File: config.mk
export PLATFORM = sky130hd
export DESIGN_NAME = sender_sliding_window_tracker
export DESIGN_NICKNAME = d
export VERILOG_FILES = /design/src/ssw_pkg.sv /design/src/sender_sliding_window_tracker.sv /design/src/ssw_out_buf.sv
export SDC_FILE = /design/constraint.sdc
export NUM_CORES = 1
export LEC_CHECK = 0
export BUFFER_PORTS_ARGS = -buffer_cell sky130_fd_sc_hd__buf_4
export CORE_UTILIZATION = 52
export CTS_CLUSTER_SIZE = 28
export DETAILED_ROUTE_END_ITERATION = 6
export PLACE_DENSITY_LB_ADDON = 0.05
export SKIP_CTS_REPAIR_TIMING = 1
export SLEW_MARGIN = 20
export SYNTH_ARGS = -nofsm -noshare
export SYNTH_HDL_FRONTEND = slang
export SYNTH_SLANG_ARGS = --single-unit
File: constraint.sdc
create_clock -name clk_i -period 12.41 [get_ports clk_i]
set_clock_uncertainty 0.2 [all_clocks]
set_input_delay 1.8615 -clock clk_i [delete_from_list [all_inputs] [get_ports clk_i]]
set_output_delay 1.8615 -clock clk_i [all_outputs]
set_load 0.005 [all_outputs]
File: src/ssw_pkg.sv
// ----------------------------------------------------------------------------
// ssw_pkg
// Shared types, constants and helpers for the sender sliding window tracker.
// ----------------------------------------------------------------------------
`default_nettype none

package ssw_pkg;

  localparam int WINDOW_DEPTH = 8;
  localparam int SEQ_BITS     = 32;

  localparam int CNT_W = $clog2(WINDOW_DEPTH + 1);
  localparam int PTR_W = (WINDOW_DEPTH > 1) ? $clog2(WINDOW_DEPTH) : 1;
  localparam int SUM_W = CNT_W + 1;

  localparam int FUNC_W   = 2;
  localparam int STATUS_W = 3;
  localparam int HEAD_W   = 32;
  localparam int OCC_W    = 4;
  localparam int LIMIT_W  = 4;

  localparam logic [LIMIT_W-1:0] LIMIT_RESET = 4'd8;

  typedef enum logic [FUNC_W-1:0] {
    FN_INSERT = 2'd0,
    FN_ACK    = 2'd1,
    FN_SLIDE  = 2'd2,
    FN_NOP    = 2'd3
  } func_e;

  typedef enum logic [STATUS_W-1:0] {
    ST_OK      = 3'd0,
    ST_FULL    = 3'd1,
    ST_RANGE   = 3'd2,
    ST_UNACKED = 3'd3,
    ST_EMPTY   = 3'd4
  } status_e;

  typedef struct packed {
    logic [STATUS_W-1:0] status;
    logic [HEAD_W-1:0]   head_seqnum;
    logic [OCC_W-1:0]    occupancy;
    logic                head_acked;
  } res_t;

  // circular pointer advance, correct for offsets up to the depth
  function automatic logic [PTR_W-1:0] wrap_add(input logic [PTR_W-1:0] ptr,
                                                input logic [CNT_W-1:0] off);
    logic [SUM_W-1:0] s;
    s = SUM_W'(ptr) + SUM_W'(off);
    if (s >= SUM_W'(WINDOW_DEPTH)) begin
      s = s - SUM_W'(WINDOW_DEPTH);
    end
    return s[PTR_W-1:0];
  endfunction

endpackage

`default_nettype wire

File: src/sender_sliding_window_tracker.sv
// ----------------------------------------------------------------------------
// sender_sliding_window_tracker
// Sender-side selective-repeat window: insert, acknowledge and slide.
// ----------------------------------------------------------------------------
// Input channel (in_valid_i / in_stall_o) carries one operation per transfer:
// func_i selects insert, acknowledge, slide or no-op, seqnum_i the sequence
// number. Each transfer gives exactly one result on the output channel
// (out_valid_o / out_stall_i): status, head sequence number, occupancy and
// the head acked mark, all as they stand after the operation.
// Sequence numbers sit in a single-port circular store; acked marks and the
// head and tail copies are flip-flops.
// Insert, acknowledge, no-op and failed slide results are registered in the
// output stage from the cycle of the transfer. A successful slide reads the
// new head from the store, so its result passes through the store read and
// the fetch state before it is registered, and the input channel is stalled there.
// The config channel (cfg_valid_i / cfg_ready_o / cfg_data_i) writes the
// window limit; 0 acts as 1 and values above the depth act as the depth.
// Reset empties the window and sets the limit to 8. A stalled receiver
// holds the current result; one more result goes to a skid stage, after
// which the input channel stalls until the receiver takes a transfer.
// ----------------------------------------------------------------------------
`default_nettype none

module sender_sliding_window_tracker (
  input  wire logic                           clk_i,
  input  wire logic                           rst_ni,
  input  wire logic                           in_valid_i,
  output logic                                in_stall_o,
  input  wire logic [ssw_pkg::FUNC_W-1:0]     func_i,
  input  wire logic [31:0]                    seqnum_i,
  output logic                                out_valid_o,
  input  wire logic                           out_stall_i,
  output logic [ssw_pkg::STATUS_W-1:0]        status_o,
  output logic [ssw_pkg::HEAD_W-1:0]          head_seqnum_o,
  output logic [ssw_pkg::OCC_W-1:0]           occupancy_o,
  output logic                                head_acked_o,
  input  wire logic                           cfg_valid_i,
  output logic                                cfg_ready_o,
  input  wire logic [ssw_pkg::LIMIT_W-1:0]    cfg_data_i
);
  import ssw_pkg::*;

  typedef enum logic {
    S_IDLE,
    S_FETCH
  } state_e;

  state_e                  state_q, state_d;
  logic [LIMIT_W-1:0]      limit_q;
  logic [CNT_W-1:0]        count_q, count_d;
  logic [PTR_W-1:0]        head_ptr_q, head_ptr_d;
  logic [WINDOW_DEPTH-1:0] acked_q, acked_d;
  logic [SEQ_BITS-1:0]     head_seq_q, head_seq_d;
  logic [SEQ_BITS-1:0]     tail_seq_q, tail_seq_d;

  logic [SEQ_BITS-1:0]     entry_seq_q [WINDOW_DEPTH];
  logic [SEQ_BITS-1:0]     rd_data_q;
  logic                    wr_en, rd_en;
  logic [PTR_W-1:0]        wr_addr, rd_addr;

  logic                    accept;
  logic                    skid_full;
  logic                    push;
  res_t                    res, res_out;
  logic [CNT_W-1:0]        lim;
  logic [SEQ_BITS-1:0]     seq_in;
  logic [SEQ_BITS-1:0]     ack_idx;
  logic [PTR_W-1:0]        tail_ptr;
  logic [PTR_W-1:0]        ack_ptr;
  logic                    ack_in_range;

  assign accept      = in_valid_i && !in_stall_o;
  assign in_stall_o  = (state_q != S_IDLE) || skid_full;
  assign cfg_ready_o = 1'b1;
  assign seq_in      = SEQ_BITS'(seqnum_i);

  always_comb begin
    if (limit_q == '0) begin
      lim = CNT_W'(1);
    end else if (int'(limit_q) > WINDOW_DEPTH) begin
      lim = CNT_W'(WINDOW_DEPTH);
    end else begin
      lim = CNT_W'(limit_q);
    end
  end

  assign tail_ptr     = wrap_add(head_ptr_q, count_q);
  assign ack_idx      = seq_in - head_seq_q;
  assign ack_ptr      = wrap_add(head_ptr_q, CNT_W'(ack_idx));
  assign ack_in_range = (seq_in >= head_seq_q) && (seq_in <= tail_seq_q) &&
                        (ack_idx < SEQ_BITS'(count_q));

  always_comb begin
    state_d    = state_q;
    count_d    = count_q;
    head_ptr_d = head_ptr_q;
    acked_d    = acked_q;
    head_seq_d = head_seq_q;
    tail_seq_d = tail_seq_q;
    wr_en      = 1'b0;
    wr_addr    = tail_ptr;
    rd_en      = 1'b0;
    rd_addr    = head_ptr_q;
    push       = 1'b0;
    res.status      = ST_OK;
    res.head_seqnum = (count_q != '0) ? HEAD_W'(head_seq_q) : '0;
    res.occupancy   = OCC_W'(count_q);
    res.head_acked  = (count_q != '0) && acked_q[head_ptr_q];
    case (state_q)
      S_IDLE: begin
        if (accept) begin
          push = 1'b1;
          case (func_e'(func_i))
            FN_INSERT: begin
              if (count_q >= lim) begin
                res.status = ST_FULL;
              end else begin
                wr_en             = 1'b1;
                acked_d[tail_ptr] = 1'b0;
                count_d           = count_q + CNT_W'(1);
                tail_seq_d        = seq_in;
                res.occupancy     = OCC_W'(count_d);
                if (count_q == '0) begin
                  head_seq_d      = seq_in;
                  res.head_seqnum = HEAD_W'(seq_in);
                  res.head_acked  = 1'b0;
                end
              end
            end
            FN_ACK: begin
              if (count_q == '0) begin
                res.status = ST_EMPTY;
              end else if (!ack_in_range) begin
                res.status = ST_RANGE;
              end else begin
                acked_d[ack_ptr] = 1'b1;
                res.head_acked   = acked_d[head_ptr_q];
              end
            end
            FN_SLIDE: begin
              if (count_q == '0) begin
                res.status = ST_EMPTY;
              end else if (!acked_q[head_ptr_q]) begin
                res.status = ST_UNACKED;
              end else begin
                push                = 1'b0;
                acked_d[head_ptr_q] = 1'b0;
                head_ptr_d          = wrap_add(head_ptr_q, CNT_W'(1));
                count_d             = count_q - CNT_W'(1);
                rd_en               = 1'b1;
                rd_addr             = head_ptr_d;
                state_d             = S_FETCH;
              end
            end
            default: begin
              res.status = ST_OK;
            end
          endcase
        end
      end
      S_FETCH: begin
        push            = 1'b1;
        head_seq_d      = rd_data_q;
        res.head_seqnum = (count_q != '0) ? HEAD_W'(rd_data_q) : '0;
        state_d         = S_IDLE;
      end
      default: begin
        state_d = S_IDLE;
      end
    endcase
  end

  always_ff @(posedge clk_i or negedge rst_ni) begin
    if (!rst_ni) begin
      state_q    <= S_IDLE;
      limit_q    <= LIMIT_RESET;
      count_q    <= '0;
      head_ptr_q <= '0;
      acked_q    <= '0;
    end else begin
      state_q    <= state_d;
      count_q    <= count_d;
      head_ptr_q <= head_ptr_d;
      acked_q    <= acked_d;
      if (cfg_valid_i && cfg_ready_o) begin
        limit_q <= cfg_data_i;
      end
    end
  end

  always_ff @(posedge clk_i) begin
    head_seq_q <= head_seq_d;
    tail_seq_q <= tail_seq_d;
  end

  // sequence number store
  always_ff @(posedge clk_i) begin
    if (wr_en) begin
      entry_seq_q[wr_addr] <= seq_in;
    end
    if (rd_en) begin
      rd_data_q <= entry_seq_q[rd_addr];
    end
  end

  ssw_out_buf u_out_buf (
    .clk_i       (clk_i),
    .rst_ni      (rst_ni),
    .push_i      (push),
    .res_i       (res),
    .out_stall_i (out_stall_i),
    .out_valid_o (out_valid_o),
    .res_o       (res_out),
    .full_o      (skid_full)
  );

  assign status_o      = res_out.status;
  assign head_seqnum_o = res_out.head_seqnum;
  assign occupancy_o   = res_out.occupancy;
  assign head_acked_o  = res_out.head_acked;

endmodule

`default_nettype wire

File: src/ssw_out_buf.sv
// ----------------------------------------------------------------------------
// ssw_out_buf
// Result register with a skid stage so the tracker can take one more transfer
// while a finished result waits on a stalled receiver.
// ----------------------------------------------------------------------------
`default_nettype none

module ssw_out_buf (
  input  wire logic          clk_i,
  input  wire logic          rst_ni,
  input  wire logic          push_i,
  input  wire ssw_pkg::res_t res_i,
  input  wire logic          out_stall_i,
  output logic               out_valid_o,
  output ssw_pkg::res_t      res_o,
  output logic               full_o
);
  import ssw_pkg::*;

  logic out_valid_q;
  logic skid_valid_q;
  res_t out_q;
  res_t skid_q;
  logic pop;

  assign pop = out_valid_q && !out_stall_i;

  always_ff @(posedge clk_i or negedge rst_ni) begin
    if (!rst_ni) begin
      out_valid_q  <= 1'b0;
      skid_valid_q <= 1'b0;
    end else begin
      if (skid_valid_q) begin
        if (pop) begin
          out_valid_q  <= 1'b1;
          skid_valid_q <= 1'b0;
        end
      end else if (push_i) begin
        if (!out_valid_q || pop) begin
          out_valid_q <= 1'b1;
        end else begin
          skid_valid_q <= 1'b1;
        end
      end else if (pop) begin
        out_valid_q <= 1'b0;
      end
    end
  end

  always_ff @(posedge clk_i) begin
    if (skid_valid_q) begin
      if (pop) begin
        out_q <= skid_q;
      end
    end else if (push_i) begin
      if (!out_valid_q || pop) begin
        out_q <= res_i;
      end else begin
        skid_q <= res_i;
      end
    end
  end

  assign out_valid_o = out_valid_q;
  assign res_o       = out_q;
  assign full_o      = skid_valid_q;

endmodule

`default_nettype wire

==> metrics.md <==
| Metric | Value |
|---|---|
| PortBufs | 84 |
| EDFF count, synth | ~430 |
| Period utilization | slightly below 50% |
| Worst IR drop on VDD | about 110 uV |
| Sequential area share after synthesis | between 60% and 70% |
| Clock transition at path regs | around 0.06 ns |
| Mapped Cells | 1599 |
| Share of cells above drive strength 1 | roughly 16% |
| Worst Path Required | ~13 ns |
| Starting DRT DRC Count | 881 |
| Fin. Hold Viols | 0 |
| Skew-Pair Late Insertion Delay | 0.59 ns |
| Min Clock Period, post-route | ~6.1 ns |
| Cell taking the most area after synthesis | edfxtp_1 |
| Largest family of logic cells by synthesized area | multiplexers |
| Gpl congestion | 0.930 |
| #FFs+latches synth | about 450 |
| Overflow after GRT | 0 |
| Die height | around 210 um |
| Total Power | ~3700 uW |
| Core area | around 40000 sq um |
| Via density | between 5 and 6 |
| Worst reg-to-reg setup slack | ~7.2 ns |
| Average instance area after synthesis | ~13 sq um |
| Fmax | between 150 and 200 MHz |
| Mux contribution to synthesized area | roughly an eighth |
| WP data arrival | 6.33 ns |
| CP max stage delay | roughly 0.54 ns |
| Netlist cell types | 68 |
| Drc violations | 0 |
| CP endpoint | acked_q[6]$_DFFE_PN0P_ |
| Critical-path top delay cell | fa_1 |
| Compound-gate portion of the synthesized area | slightly below 9% |
| Setup crit start kind | input pin |
| Area share of fa/ha/maj cells after synthesis | 4.70% |
| Initial DRT Pass Iterations | 7 |
| Critical Path Fanout Max | 11 |
| Setup CP Type | input pin to register |
| Inserted Clock Buffers | 48 |
| Critical path depth | 17 |
| Final non-filler cell total | approximately 2300 |
| Yosys top cell area share | about three fifths |
| XOR/XNOR share of the synthesized area | ~1.1% |
| Layout area overhead | 13.1% |
| Max-slew violation count | 0 |
| CTS sink cnt | 454 |
| # H-tree levels | 2 |
| Ports | 86 |
| Routed wire length | ~50 mm |
| Initial antenna violation count | 1 |
| Total of max-cap violations | 0 |
| Power Density | ~150 nW/um^2 |
| Finish-stage setup viols | 0 |
| Min-Delay Path Class | register to register |
| Clk root buf | clkbuf_16 |
| Measured slew at the worst slew-check pin | between 0.9 and 1 ns |
| Setup_tns | 0 ns |
| Initial Utilization | 52.7% |
| Vias in the first global route | ~13000 |
| Die area | approximately 42000 sq um |
| Antenna diode count | 0 |
| Die width | 205 um |
| R2R cell count | 12 |
| Mapped Nets | around 1700 |
| Yosys warning total | 0 |
| Top Family by Delay on Critical Path | simple AND/OR/NAND/NOR gates |
| Post-synth design cell area | about 22000 sq um |
| Outcome | finished clean |
| Ys async rst share | 4.85% |
| Cells after DPL | between 2000 and 2500 |
| Fin nets | ~1800 |
| Ranking of synthesized cells by area | edfxtp_1, mux2i_1, ha_1 |
| RSZ-0062 raised after global routing | false |
| CTS tree | done |
| Crit. End Element | register |
| Wirelength per Cell | ~22 um |
| Reg-to-reg startpoint | head_ptr_q[0]$_DFF_PN0_ |
| Clock Path Buffers | 3 |
| Critical Path, Cell by Cell | buf_4 -> inv_1 -> ha_1 -> fa_1 -> inv_1 -> ha_1 -> a21boi_0 -> o21a_1 -> o21ai_0 -> o211ai_1 -> nor4_1 -> nand4_1 -> nor4_1 -> nand4_1 -> nor4_4 -> nand3b_1 -> o31ai_1 |
| Num rows | between 70 and 80 |
| Static Leakage | 0.00965 uW |
| HPWL Detailed | 32.0 mm |
| Global-route wire length before repair | between 70 and 80 mm |
| GR Util All Layers | 24.2% |
| Synth Area in Simple Gates | roughly 6.6% |
| Critical path startpoint | seqnum_i[0] |
| Reg2reg end | rd_data_q[9]$_DFFE_PP_ |
| Buf+Inv Stages, Crit Path | 3 |
| Slew headroom | between 30% and 40% |
| Via count | roughly 13000 |
| Largest net degree at the start of global routing | a little under 100 |
| Number of cells on the worst hold path | 1 |
| Main synth FF type | edfxtp_1 |
| DRT antenna net count | 0 |
## report_power, final
| group | switching, uW | total, uW | internal, uW |
|---|---|---|---|
| Clock | 580 | 1380 | 803 |
| Combinational | 278 | 480 | 202 |
| Sequential | 32.9 | 1830 | 1790 |
## area by class of cell
type | count | area, sq um
well taps | 532 | 666
clock buffers | 64 | 1300
inverters | 149 | 559
flip-flops and latches | 454 | 13500
repair buffers | 106 | 808
multi-input cells | 923 | 7250
clock inverters | 24 | 231
fillers | 3251 | 16500
## worst min-delay path by stage
stage                                               from                       endpoint  slack, ns
after floorplan                   acked_q[0]$_DFFE_PN0P_         acked_q[0]$_DFFE_PN0P_       0.28
after global placement    u_out_buf.skid_q[39]$_DFFE_PP_  u_out_buf.res_o[39]$_DFFE_PP_       0.31
after detailed placement  u_out_buf.skid_q[38]$_DFFE_PP_  u_out_buf.res_o[38]$_DFFE_PP_       0.31
after CTS                 u_out_buf.skid_q[39]$_DFFE_PP_  u_out_buf.res_o[39]$_DFFE_PP_       0.34
after global routing      u_out_buf.skid_q[38]$_DFFE_PP_  u_out_buf.res_o[38]$_DFFE_PP_       0.34
final                     u_out_buf.skid_q[37]$_DFFE_PP_  u_out_buf.res_o[37]$_DFFE_PP_       0.33
## flip-flops by register name, indices dropped and copies added (netlist names), 3 cells and up
name / cells
acked_q: 8
tail_seq_q: 32
rd_data_q: 32
count_q: 4
head_seq_q: 32
head_ptr_q: 3
u_out_buf.skid_q: 40
entry_seq_q: 256
u_out_buf.res_o: 40
limit_q: 4
## cells in the final DEF, fill, tap and decap left out, drive strengths merged, types with 4 or more instances in the layout
| master | Yosys | final |
|---|---|---|
| a2111oi | 6 | 6 |
| a211o | 7 | 7 |
| a21o | 11 | 11 |
| a21oi | 75 | 75 |
| a31oi | 32 | 32 |
| a32oi | 4 | 4 |
| and2 | 5 | 5 |
| and3 | 5 | 5 |
| buf | 25 | 106 |
| clkbuf | 48 | 64 |
| clkinv | 0 | 19 |
| dfrtp | 21 | 21 |
| edfxtp | 432 | 432 |
| ha | 76 | 76 |
| inv | 149 | 150 |
| mux2 | 41 | 41 |
| mux2i | 139 | 139 |
| mux4 | 32 | 32 |
| nand2 | 96 | 96 |
| nand2b | 15 | 15 |
| nand3 | 20 | 20 |
| nand4 | 23 | 23 |
| nor2 | 79 | 79 |
| nor2b | 8 | 8 |
| nor3 | 19 | 19 |
| nor3b | 4 | 4 |
| nor4 | 9 | 9 |
| o211ai | 9 | 9 |
| o21a | 9 | 9 |
| o21ai | 81 | 81 |
| o22ai | 38 | 38 |
| or3 | 5 | 5 |
| xnor2 | 22 | 22 |
| xor2 | 4 | 4 |
## per-layer routing
layer	track usage, %	vias up	share of wire, %
met2	37.6	321	45
met1	35.9	6383	48
met4	6.96	0	1.9
met5	0	-	0
met3	3.03	59	5.0
li1	-	6206	-
## logic make-up (layout without fill, tap and decap cells)
family | Yosys count | after routing
multiplexers | 212 | 212
AND/OR/NAND/NOR | 299 | 299
adder cells (fa/ha/maj) | 79 | 79
XOR/XNOR | 26 | 26
flip-flops | 454 | 454
other | 1 | 1
AO/OA/AOI/OAI | 306 | 306
buffers and inverters | 222 | 343
## synthesized netlist by cell type, types with 11 or more instances
cell,number
o22ai_1,38
nand3_1,20
a21oi_1,74
mux2i_1,139
edfxtp_1,432
inv_1,149
xnor2_1,22
nand2b_1,15
nor3_1,19
buf_2,20
nand4_1,23
nor2_1,79
a31oi_1,32
ha_1,76
mux4_2,32
clkbuf_1,48
mux2_2,41
o21ai_0,79
a21o_1,11
dfrtp_1,21
nand2_1,96
## through the flow
stage / hold slack (ns) / utilization, % / worst slack (ns) / instance area, sq um
after floorplan: 0.278 / - / 5.48 / 21500
after global placement: 0.309 / 55.8 / 5.98 / 22800
after detailed placement: 0.314 / 55.9 / 5.87 / 22800
after CTS: 0.339 / 59.6 / 6.49 / 24300
after global routing: 0.342 / 59.6 / 6.19 / 24300
final: 0.331 / 59.6 / 6.36 / 24300
Power figures use the tool's default switching activity.
